**config.mk**
```make
export PLATFORM = sky130hd
export DESIGN_NAME = hsl_to_rgb_converter_unit
export DESIGN_NICKNAME = d
export VERILOG_FILES = /design/src/hdl/hsl2rgb_pkg.sv /design/src/hdl/hsl_to_rgb_converter_unit.sv /design/src/hdl/hsl2rgb_norm.sv /design/src/hdl/hsl2rgb_chan.sv
export SDC_FILE = /design/constraint.sdc
export NUM_CORES = 2
export LEC_CHECK = 0
export BUFFER_PORTS_ARGS = -buffer_cell sky130_fd_sc_hd__buf_2
export CAP_MARGIN = 20
export CORE_ASPECT_RATIO = 1.25
export CORE_UTILIZATION = 45
export CTS_BUF_LIST = sky130_fd_sc_hd__clkbuf_4 sky130_fd_sc_hd__clkbuf_8 sky130_fd_sc_hd__clkbuf_16
export DETAILED_ROUTE_END_ITERATION = 7
export SYNTH_ARGS = -nofsm -noshare
export SYNTH_HDL_FRONTEND = slang
export SYNTH_SLANG_ARGS = --single-unit
export TNS_END_PERCENT = 5
```
**constraint.sdc**
```tcl
create_clock -name clk -period 13.4 [get_ports clk]
set_clock_uncertainty 0.05 [all_clocks]
set_input_delay 2.68 -clock clk [delete_from_list [all_inputs] [get_ports clk]]
set_output_delay 2.68 -clock clk [all_outputs]
set_load 0.1 [all_outputs]
```
**src/hdl/hsl2rgb_pkg.sv**
```systemverilog
`timescale 1ns / 1ps
`default_nettype none

package hsl2rgb_pkg;

	// unsigned fixed point, 16 fractional bits, range 0..1.0
	typedef logic [16:0] fx_t;

	localparam fx_t FX_ONE        = 17'd65536;
	localparam fx_t FX_THIRD      = 17'd21845;
	localparam fx_t FX_SIXTH      = 17'd10922;
	localparam fx_t FX_HALF       = 17'd32768;
	localparam fx_t FX_TWO_THIRDS = 17'd43690;

	localparam logic [8:0] HUE_MAX = 9'd360;
	localparam logic [6:0] PCT_MAX = 7'd100;

	// floor(hue * 65536 / 360) == (hue * HUE_RECIP) >> 15 for hue <= 360
	localparam logic [22:0] HUE_RECIP = 23'd5965233;
	// floor(pct * 65536 / 100) == (pct * PCT_RECIP) >> 12 for pct <= 100
	localparam logic [21:0] PCT_RECIP = 22'd2684355;

	typedef enum logic [1:0] {
		SEG_RISE,
		SEG_HIGH,
		SEG_FALL,
		SEG_LOW
	} seg_t;

	typedef struct packed {
		fx_t p;
		fx_t q;
		fx_t d;
	} ramp_setup_t;

	typedef struct packed {
		fx_t  t;
		seg_t seg;
	} chan_pos_t;

endpackage

`default_nettype wire

```
**src/hdl/hsl_to_rgb_converter_unit.sv**
```systemverilog
`timescale 1ns / 1ps
`default_nettype none

// HSL to RGB converter. Takes hue in degrees (clamped to 360) and saturation and
// lightness in percent (clamped to 100) and returns 8-bit red, green and blue
// using the standard HSL formula in 16-bit-fraction fixed point, truncating at
// every step. The block is a six-stage pipeline: a color is taken on every clock
// where start is high, busy is always low, and the result appears on red, green
// and blue at the end of the pipeline with done high for a single cycle. The
// pipeline never stalls, so the receiver must take every result as it comes.
// There is no state across colors and no configuration.

module hsl_to_rgb_converter_unit (
	input  wire logic        clk,
	input  wire logic        arst_n,
	input  wire logic        start,
	output      logic        busy,
	input  wire logic [8:0]  hue,
	input  wire logic [6:0]  saturation,
	input  wire logic [6:0]  lightness,
	output      logic        done,
	output      logic [7:0]  red,
	output      logic [7:0]  green,
	output      logic [7:0]  blue
);

	logic                     valid_s3;
	logic                     valid_s4, valid_s5, valid_s6;
	hsl2rgb_pkg::ramp_setup_t setup;
	hsl2rgb_pkg::chan_pos_t   pos_r, pos_g, pos_b;

	assign busy = 1'b0;

	hsl2rgb_norm u_norm (
		.clk        (clk),
		.arst_n     (arst_n),
		.in_valid   (start),
		.hue        (hue),
		.saturation (saturation),
		.lightness  (lightness),
		.out_valid  (valid_s3),
		.setup      (setup),
		.pos_r      (pos_r),
		.pos_g      (pos_g),
		.pos_b      (pos_b)
	);

	hsl2rgb_chan u_chan_r (
		.clk   (clk),
		.setup (setup),
		.pos   (pos_r),
		.level (red)
	);

	hsl2rgb_chan u_chan_g (
		.clk   (clk),
		.setup (setup),
		.pos   (pos_g),
		.level (green)
	);

	hsl2rgb_chan u_chan_b (
		.clk   (clk),
		.setup (setup),
		.pos   (pos_b),
		.level (blue)
	);

	// transaction valid follows the channel stages
	always_ff @(posedge clk or negedge arst_n) begin
		if (!arst_n) begin
			valid_s4 <= 1'b0;
			valid_s5 <= 1'b0;
			valid_s6 <= 1'b0;
		end else begin
			valid_s4 <= valid_s3;
			valid_s5 <= valid_s4;
			valid_s6 <= valid_s5;
		end
	end

	assign done = valid_s6;

endmodule

`default_nettype wire

```
**src/hdl/hsl2rgb_norm.sv**
```systemverilog
`timescale 1ns / 1ps
`default_nettype none

module hsl2rgb_norm (
	input  wire logic                      clk,
	input  wire logic                      arst_n,
	input  wire logic                      in_valid,
	input  wire logic [8:0]                hue,
	input  wire logic [6:0]                saturation,
	input  wire logic [6:0]                lightness,
	output      logic                      out_valid,
	output      hsl2rgb_pkg::ramp_setup_t  setup,
	output      hsl2rgb_pkg::chan_pos_t    pos_r,
	output      hsl2rgb_pkg::chan_pos_t    pos_g,
	output      hsl2rgb_pkg::chan_pos_t    pos_b
);

	logic                valid_s1, valid_s2, valid_s3;
	logic [8:0]          hue_c;
	logic [6:0]          sat_c, lit_c;
	logic [31:0]         h_prod;
	logic [28:0]         s_prod, l_prod;
	hsl2rgb_pkg::fx_t    h_s1, s_s1, l_s1;

	logic [33:0]         ls_prod;
	logic [17:0]         tr_sum;
	hsl2rgb_pkg::fx_t    tr, tb;
	hsl2rgb_pkg::fx_t    ls_s2, s_s2, l_s2;
	hsl2rgb_pkg::chan_pos_t pos_r_s2, pos_g_s2, pos_b_s2;

	logic [17:0]         q_w, two_l;
	hsl2rgb_pkg::fx_t    q_c, p_c;
	hsl2rgb_pkg::ramp_setup_t setup_s3;
	hsl2rgb_pkg::chan_pos_t   pos_r_s3, pos_g_s3, pos_b_s3;

	function automatic hsl2rgb_pkg::seg_t seg_of(input hsl2rgb_pkg::fx_t t);
		hsl2rgb_pkg::seg_t s;
		if (t < hsl2rgb_pkg::FX_SIXTH)
			s = hsl2rgb_pkg::SEG_RISE;
		else if (t < hsl2rgb_pkg::FX_HALF)
			s = hsl2rgb_pkg::SEG_HIGH;
		else if (t < hsl2rgb_pkg::FX_TWO_THIRDS)
			s = hsl2rgb_pkg::SEG_FALL;
		else
			s = hsl2rgb_pkg::SEG_LOW;
		return s;
	endfunction

	// stage 1: clamp and scale to fixed point
	always_comb begin
		hue_c  = (hue > hsl2rgb_pkg::HUE_MAX) ? hsl2rgb_pkg::HUE_MAX : hue;
		sat_c  = (saturation > hsl2rgb_pkg::PCT_MAX) ? hsl2rgb_pkg::PCT_MAX : saturation;
		lit_c  = (lightness > hsl2rgb_pkg::PCT_MAX) ? hsl2rgb_pkg::PCT_MAX : lightness;
		h_prod = {23'd0, hue_c} * {9'd0, hsl2rgb_pkg::HUE_RECIP};
		s_prod = {22'd0, sat_c} * {7'd0, hsl2rgb_pkg::PCT_RECIP};
		l_prod = {22'd0, lit_c} * {7'd0, hsl2rgb_pkg::PCT_RECIP};
	end

	always_ff @(posedge clk) begin
		h_s1 <= h_prod[31:15];
		s_s1 <= s_prod[28:12];
		l_s1 <= l_prod[28:12];
	end

	// stage 2: l*s product and hue positions of the three channels
	always_comb begin
		ls_prod = {17'd0, l_s1} * {17'd0, s_s1};
		tr_sum  = {1'b0, h_s1} + {1'b0, hsl2rgb_pkg::FX_THIRD};
		if (tr_sum > {1'b0, hsl2rgb_pkg::FX_ONE})
			tr = 17'(tr_sum - {1'b0, hsl2rgb_pkg::FX_ONE});
		else
			tr = tr_sum[16:0];
		// negative position wraps up by one turn
		if (h_s1 < hsl2rgb_pkg::FX_THIRD)
			tb = h_s1 + (hsl2rgb_pkg::FX_ONE - hsl2rgb_pkg::FX_THIRD);
		else
			tb = h_s1 - hsl2rgb_pkg::FX_THIRD;
	end

	always_ff @(posedge clk) begin
		ls_s2        <= ls_prod[32:16];
		s_s2         <= s_s1;
		l_s2         <= l_s1;
		pos_r_s2.t   <= tr;
		pos_r_s2.seg <= seg_of(tr);
		pos_g_s2.t   <= h_s1;
		pos_g_s2.seg <= seg_of(h_s1);
		pos_b_s2.t   <= tb;
		pos_b_s2.seg <= seg_of(tb);
	end

	// stage 3: q, p and the ramp height; zero saturation gives p = q = l
	always_comb begin
		if (l_s2 < hsl2rgb_pkg::FX_HALF)
			q_w = {1'b0, l_s2} + {1'b0, ls_s2};
		else
			q_w = {1'b0, l_s2} + {1'b0, s_s2} - {1'b0, ls_s2};
		q_c   = q_w[16:0];
		two_l = {l_s2, 1'b0};
		if (two_l < q_w)
			p_c = '0;
		else
			p_c = 17'(two_l - q_w);
	end

	always_ff @(posedge clk) begin
		setup_s3.p <= p_c;
		setup_s3.q <= q_c;
		setup_s3.d <= q_c - p_c;
		pos_r_s3   <= pos_r_s2;
		pos_g_s3   <= pos_g_s2;
		pos_b_s3   <= pos_b_s2;
	end

	always_ff @(posedge clk or negedge arst_n) begin
		if (!arst_n) begin
			valid_s1 <= 1'b0;
			valid_s2 <= 1'b0;
			valid_s3 <= 1'b0;
		end else begin
			valid_s1 <= in_valid;
			valid_s2 <= valid_s1;
			valid_s3 <= valid_s2;
		end
	end

	assign out_valid = valid_s3;
	assign setup     = setup_s3;
	assign pos_r     = pos_r_s3;
	assign pos_g     = pos_g_s3;
	assign pos_b     = pos_b_s3;

endmodule

`default_nettype wire

```
**src/hdl/hsl2rgb_chan.sv**
```systemverilog
`timescale 1ns / 1ps
`default_nettype none

module hsl2rgb_chan (
	input  wire logic                      clk,
	input  wire hsl2rgb_pkg::ramp_setup_t  setup,
	input  wire hsl2rgb_pkg::chan_pos_t    pos,
	output      logic [7:0]                level
);

	logic [13:0]              mul_op;
	logic [30:0]              prod_s4;
	hsl2rgb_pkg::seg_t        seg_s4;
	hsl2rgb_pkg::fx_t         p_s4, q_s4;

	logic [33:0]              prod6;
	logic [17:0]              v_c;
	logic [17:0]              v_s5;

	logic [25:0]              scaled;
	logic [7:0]               level_s6;

	// stage 4: one multiply, by t on the rising edge, by (2/3 - t) on the falling edge
	always_comb begin
		case (pos.seg)
			hsl2rgb_pkg::SEG_RISE: mul_op = pos.t[13:0];
			hsl2rgb_pkg::SEG_FALL: mul_op = 14'(hsl2rgb_pkg::FX_TWO_THIRDS - pos.t);
			default:               mul_op = '0;
		endcase
	end

	always_ff @(posedge clk) begin
		prod_s4 <= {14'd0, setup.d} * {17'd0, mul_op};
		seg_s4  <= pos.seg;
		p_s4    <= setup.p;
		q_s4    <= setup.q;
	end

	// stage 5: ramp value; rise scales before the shift, fall after
	always_comb begin
		prod6 = {3'd0, prod_s4} * 34'd6;
		case (seg_s4)
			hsl2rgb_pkg::SEG_RISE: v_c = {1'b0, p_s4} + prod6[33:16];
			hsl2rgb_pkg::SEG_HIGH: v_c = {1'b0, q_s4};
			hsl2rgb_pkg::SEG_FALL: v_c = {1'b0, p_s4} + ({3'd0, prod_s4[30:16]} * 18'd6);
			default:               v_c = {1'b0, p_s4};
		endcase
	end

	always_ff @(posedge clk) begin
		v_s5 <= v_c;
	end

	// stage 6: times 255, truncate, saturate
	always_comb begin
		scaled = {v_s5, 8'd0} - {8'd0, v_s5};
	end

	always_ff @(posedge clk) begin
		level_s6 <= (scaled[25:16] > 10'd255) ? 8'd255 : scaled[23:16];
	end

	assign level = level_s6;

endmodule

`default_nettype wire

```
# --- Yosys cells after proc, flatten, opt, wreduce, memory -nomap -nowiden ---
# Cells that the tools add are included.
totals:
  reg_bits: 466
  latch_bits: 0
  ramBits: 0
  rom_bits: 0
  inputBits: 26
  elab_cells: 134
  n_memories: 0
op_classes:
  n_addsub: 21
  n_mul: 13
  n_div: 0
  order_cmp: 19
  n_eq_ne: 9
  shift: 0
  muxes: 19
  bitwise_logic: 0
  reduce_logical: 9
ops:
  columns: ["cell", "count"]
  rows:
  - ["$pmux 18 s3", 3]
  - ["$lt 17x16->1 const B", 7]
  - ["$add 17x18->18", 6]
  - ["$mul 31x2->33 const B", 3]
  - ["$mul 17x14->31", 3]
  - ["$pmux 14 s2", 3]
  - ["$sub 26x18->26", 3]
  - ["$mul 7x22->29 const B", 2]
  - ["$lt 17x14->1 const B", 3]
  - ["$mul 15x2->17 const B", 3]
  - ["$mux 17", 3]
  - ["$sub 14x14->14 const A", 3]
  - ["$add 17x17->18", 2]
  - ["$sub 17x17->17", 2]
  - ["$mul 17x17->33", 1]
  - ["$mul 9x23->32 const B", 1]
  - ["$gt 10x8->1 const B", 3]
  - ["$add 17x15->18 const B", 1]
  - ["$gt 18x17->1 const B", 1]
  - ["$lt 18x18->1", 1]
  - ["$mux 18", 1]
  - ["$sub 18x17->18", 1]
  - ["$add 17x16->17 const B", 1]
  - ["$lt 17x15->1 const B", 1]
  - ["other kinds (11)", 32]

# --- Depth between registers and ports, before layout ---
depth:
  word_depth: 6
  mapped_depth: 37
  ltp_nobuf: 35

# --- By module ---
# From an unflattened synthesis, not the netlist that was laid out.
hier_totals:
  cells_unflattened: 7303
  hier_area_um2: 66354.9
by_module_without_submodules:
  columns: ["module", "instances", "cells_per_inst", "area_per_inst_um2", "seq_area_each_um2"]
  rows:
  - ["hsl2rgb_chan (u_chan_b ...)", 2, 1534, 13634.3, 1861.8]
  - ["hsl2rgb_norm", 1, 2690, 25231.7, 5420.2]
  - ["hsl2rgb_chan (u_chan_r)", 1, 1540, 13768.2, 1861.8]
  - ["hsl_to_rgb_converter_unit", 1, 5, 86.3, 75.1]

# --- Worst setup path after synthesis ---
# Ideal clock, no wire load.
synth_timing:
  path_type: "input to register"
  start: "in hue[0]"
  end: "reg u_norm.h_s1[15]"
  arrival_ps: 7462
  required_ps: 13227
  slack_ps: 5765
  path_stages: 20
  path_cell_list: "o31ai_1 a21oi_1 o21ai_0 nand2b_1 ha_1 inv_1 fa_1 inv_1 fa_1 fa_1 ha_1 a21o_1 a21oi_1 nor3b_2 a21oi_1 o41a_1 o311a_1 nor3_1 o21bai_1 xor2_1"
synth_via:
  elab_chain_cells: 3
synth_rtl:
  columns: ["element", "line", "source"]
  rows:
  - ["from (decl)", "hsl_to_rgb_converter_unit.sv:18", "input wire logic [8:0] hue,"]
  - ["$gt 9x9->1", "hsl2rgb_norm.sv:51", "hue_c = (hue > hsl2rgb_pkg::HUE_MAX) ? hsl2rgb_pkg::HUE_MAX : hue;"]
  - ["$mux 9 *", "hsl2rgb_norm.sv:51", null]
  - ["$mul 9x23->32 *", "hsl2rgb_norm.sv:54", "h_prod = {23'd0, hue_c} * {9'd0, hsl2rgb_pkg::HUE_RECIP};"]
  - ["net u_norm.h_prod[30]", "hsl2rgb_norm.sv:21", "logic [31:0] h_prod;"]
  - ["to (signal assigned)", "hsl2rgb_norm.sv:60", "h_s1 <= h_prod[31:15];"]
  - ["to (decl)", "hsl2rgb_norm.sv:23", "hsl2rgb_pkg::fx_t h_s1, s_s1, l_s1;"]
# Mark *: on every way through the listed nets, which the timed path passes. The rest lies on a longest branch.
# A chain may end at the register's enable or synchronous reset.

# --- Final worst setup path ---
layout_timing:
  start: "reg u_norm.pos_r_s3, in the netlist u_norm.pos_r[2]"
  end: "reg u_chan_r.prod_s4[30]"
layout_via:
  elab_chain_cells: 3
layout_rtl:
  columns: ["element", "line", "source"]
  rows:
  - ["from (decl)", "hsl2rgb_norm.sv:34", "hsl2rgb_pkg::chan_pos_t pos_r_s3, pos_g_s3, pos_b_s3;"]
  - ["from (signal assigned)", "hsl2rgb_norm.sv:110", "pos_r_s3 <= pos_r_s2;"]
  - ["$sub 14x14->14", "hsl2rgb_chan.sv:27", "hsl2rgb_pkg::SEG_FALL: mul_op = 14'(hsl2rgb_pkg::FX_TWO_THIRDS - pos.t);"]
  - ["$pmux 14 s2 *", "hsl2rgb_chan.sv:25", "case (pos.seg)"]
  - ["$mul 17x14->31 *", "hsl2rgb_chan.sv:33", "prod_s4 <= {14'd0, setup.d} * {17'd0, mul_op};"]
  - ["to (signal assigned)", "hsl2rgb_chan.sv:33", null]
  - ["to (decl)", "hsl2rgb_chan.sv:12", "logic [30:0] prod_s4;"]
# Every way passes the cells marked *; elsewhere a longest branch is shown, timed or not.

==> flow_summary.ini <==
[run_status]
outcome = completed

[setup_path]
critical_path_class = flop to flop
required_ps = 13890
slowest_stage = nor2_1
crit_start = u_norm.pos_r[2]$_DFF_P_
cpPeakStageDelay_ps = 760
rr_startpoint = u_norm.pos_r[2]$_DFF_P_
arrival_ps = 8890
cp_max_fo = 17
startpoint_type = flop
crit_path_end_kind = flop

[synth]
syn_nets = 8860
yosysTopAreaCell = fa_1
synth_area_leaders = fa_1, ha_1, dfxtp_1
syn_area_um2 = 63900
ys_ff_latch = 466
avgSynthCellArea_um2 = 9.03
seq_area_frac_synth_pct = 14.7
synthCells = 7075
synthArstFlopShare_pct = 1.29
synthFlopType = dfxtp_1
synth_edf_count = 0
synth_top_area_share_pct = 26.9
ys_types = 98
yosysWarnings = 0

[floorplan]
num_rows = 154
die_h_um = 423
chipWidth_um = 339
num_io_pins = 52
core_area_um2 = 141000
die-area_um2 = 143000
start_util_pct = 45.3

[finish]
final-seq-area_um2 = 9360
drive_gt1_share_pct = 4.93
multiInputGateArea_um2 = 49100
fill_cells = 13501
fin_nets = 8827
final_area_um2 = 68200
area_delta_synth_final_pct = 6.74
final_cells = 8959

[clock_network]
cts.sinks = 466
clock_path_buffers = 3
clk_pin_slew_ps = 60
cts_resized = 0
cts_buffers = 55
clk_latency_ps = 690
postCtsSetupRepairBufs = 0
tritoncts = yes
cts_root_buf = clkbuf_16
cts_hold_buffers = 0
htree_levels = 2

[place]
hpwlAfterDp_mm = 124
post-place-cells = 8854
postPlaceCellArea_um2 = 66200
io_buffer_count = 50
gp_routability_congestion = 0.912

[route]
final_antenna_net_count = 0
dr.pass1.iters = 5
num_vias = 46959
drt_wl_total_mm = 154
vias_per_cell = 5.24
drcViolationCount = 0
dr.first_iter.drc_count = 1945
wire_per_inst_um = 17.1

[sta]
fmax_mhz = 119
hold_violations = 0
rsz0062_at_grt = no
period_minus_slack_ps = 8400
drv_slew = 0
slew_headroom_pct = 28.2
setup-violations-final = 0
setup_tns_ps = 0
worst_pin_slew_ps = 1080
fin_crit_sh_pct = 62.7

[run]
maxCapViolCount = 0

[worst_hold_path]
worstHoldStart = u_norm.setup[30]$_DFF_P_
hold_class = flop to flop

[grt]
antenna_found_initial = 2
grt_remaining_overflow = 0
grt_pass1_wl_mm = 257
grt.total_usage_pct = 22.1
grt_pass1_vias = 50420
grt_max_degree = 43
metal layers:
layer	track usage [%]	vias up	wire length (um)
met3	1.84	271	4280
met4	7.45	0	4860
met2	42.5	748	81700
li1	-	22576	-
met1	25.3	23364	62700
met5	0	-	0
synthesized netlist by cell type, drive strengths merged (27+ instances only):
| cell | instances |
|---|---|
| or3 | 28 |
| nor2b | 76 |
| nand2b | 36 |
| nor2 | 297 |
| nand4 | 33 |
| dfxtp | 460 |
| nor3 | 90 |
| a21o | 147 |
| xor2 | 135 |
| o211ai | 27 |
| xnor2 | 304 |
| fa | 858 |
| o21ai | 181 |
| a211oi | 27 |
| ha | 901 |
| mux4 | 41 |
| a21oi | 313 |
| inv | 1203 |
| nand2 | 822 |
| o21a | 78 |
| clkbuf | 210 |
| a31oi | 32 |
| o21bai | 46 |
| nand3 | 53 |
| and2 | 402 |
flip-flops by register name, indices dropped and copies added, names as in the netlist, 18 cells and up:
signal	count
u_chan_b.prod_s4	31
u_chan_b.v_s5	18
u_chan_g.prod_s4	31
u_chan_g.v_s5	18
u_chan_r.prod_s4	31
u_chan_r.v_s5	18
u_norm.setup	51
cells by family after synthesis:
logic type | Yosys count | synth area share [%]
fa+ha+maj | 1759 | 44.6
compound gates | 1013 | 10.5
buf+inv | 1425 | 8.41
flops | 466 | 14.7
other cells | 2 | 0.0118
simple gates | 1921 | 14.3
mux | 50 | 1.61
xor+xnor | 439 | 6.02
cell usage in the layout, fill, tap and decap left out, types with 26 or more instances in the layout:
cell,netlist,layout
a21oi_1,307,307
inv_1,1203,1203
nor3_1,90,90
buf_2,6,50
o211ai_1,26,26
and2_1,402,402
nor2_1,296,295
ha_1,901,901
xor2_1,135,135
o21a_1,78,78
dfxtp_1,460,460
nand3_1,53,53
nand2_1,822,822
a31oi_1,31,31
nor2b_1,76,76
fa_1,858,858
o21bai_1,46,46
o21ai_0,165,165
clkbuf_16,0,55
mux4_2,41,41
nand4_1,33,33
or3_1,28,28
xnor2_1,304,304
nand2b_1,36,36
a21o_1,147,147
buf_4,1,79
area by class of cell:
cell class | instances | share of cell area (%)
clock buffers | 69 | 2.23
diodes | 2 | 0.00734
well taps | 1872 | 3.44
multi-input cells | 5184 | 72.1
inverters | 1203 | 6.63
flip-flops and latches | 466 | 13.7
repair buffers | 132 | 1.31
clock inverters | 31 | 0.558
metrics by stage:
stage | hold WS (ps) | util [%] | setup slack, ps
4_1_cts | 274 | 48.4 | 4980
2_1_floorplan | 260 | - | 5760
3_5_place_dp | 262 | 47.0 | 5080
6_report | 272 | 48.4 | 5000
5_1_grt | 279 | 48.4 | 4400
3_3_place_gp | 260 | 47.0 | 5130
path summary, 6_finish.rpt:
path	cells past startpoint	end	slack, ps
hold / removal	0	u_chan_b.q_s4[13]$_DFF_P_	270
hold reg to reg	0	u_chan_b.q_s4[13]$_DFF_P_	270
max in group asynchronous	1	u_norm.out_valid$_DFF_PN0_	11380
setup / recovery	29	u_chan_r.prod_s4[30]$_DFF_P_	5000
setup reg to reg	29	u_chan_r.prod_s4[30]$_DFF_P_	5000
min in group asynchronous	1	valid_s5$_DFF_PN0_	1750
critical path, delay by kind of cell (launching register included):
kind	cells	cell delay, ps
and+or+nand+nor	4	1150
DFF	1	320
buffers and inverters	3	150
AOI/OAI and AO/OA	13	2900
adders and majority gates	7	3470
xor gates and xnor gates	2	230
Power is left out: the tool's default activity adds up to more than one toggle a clock period on the data nets, which glitch-free logic cannot reach.
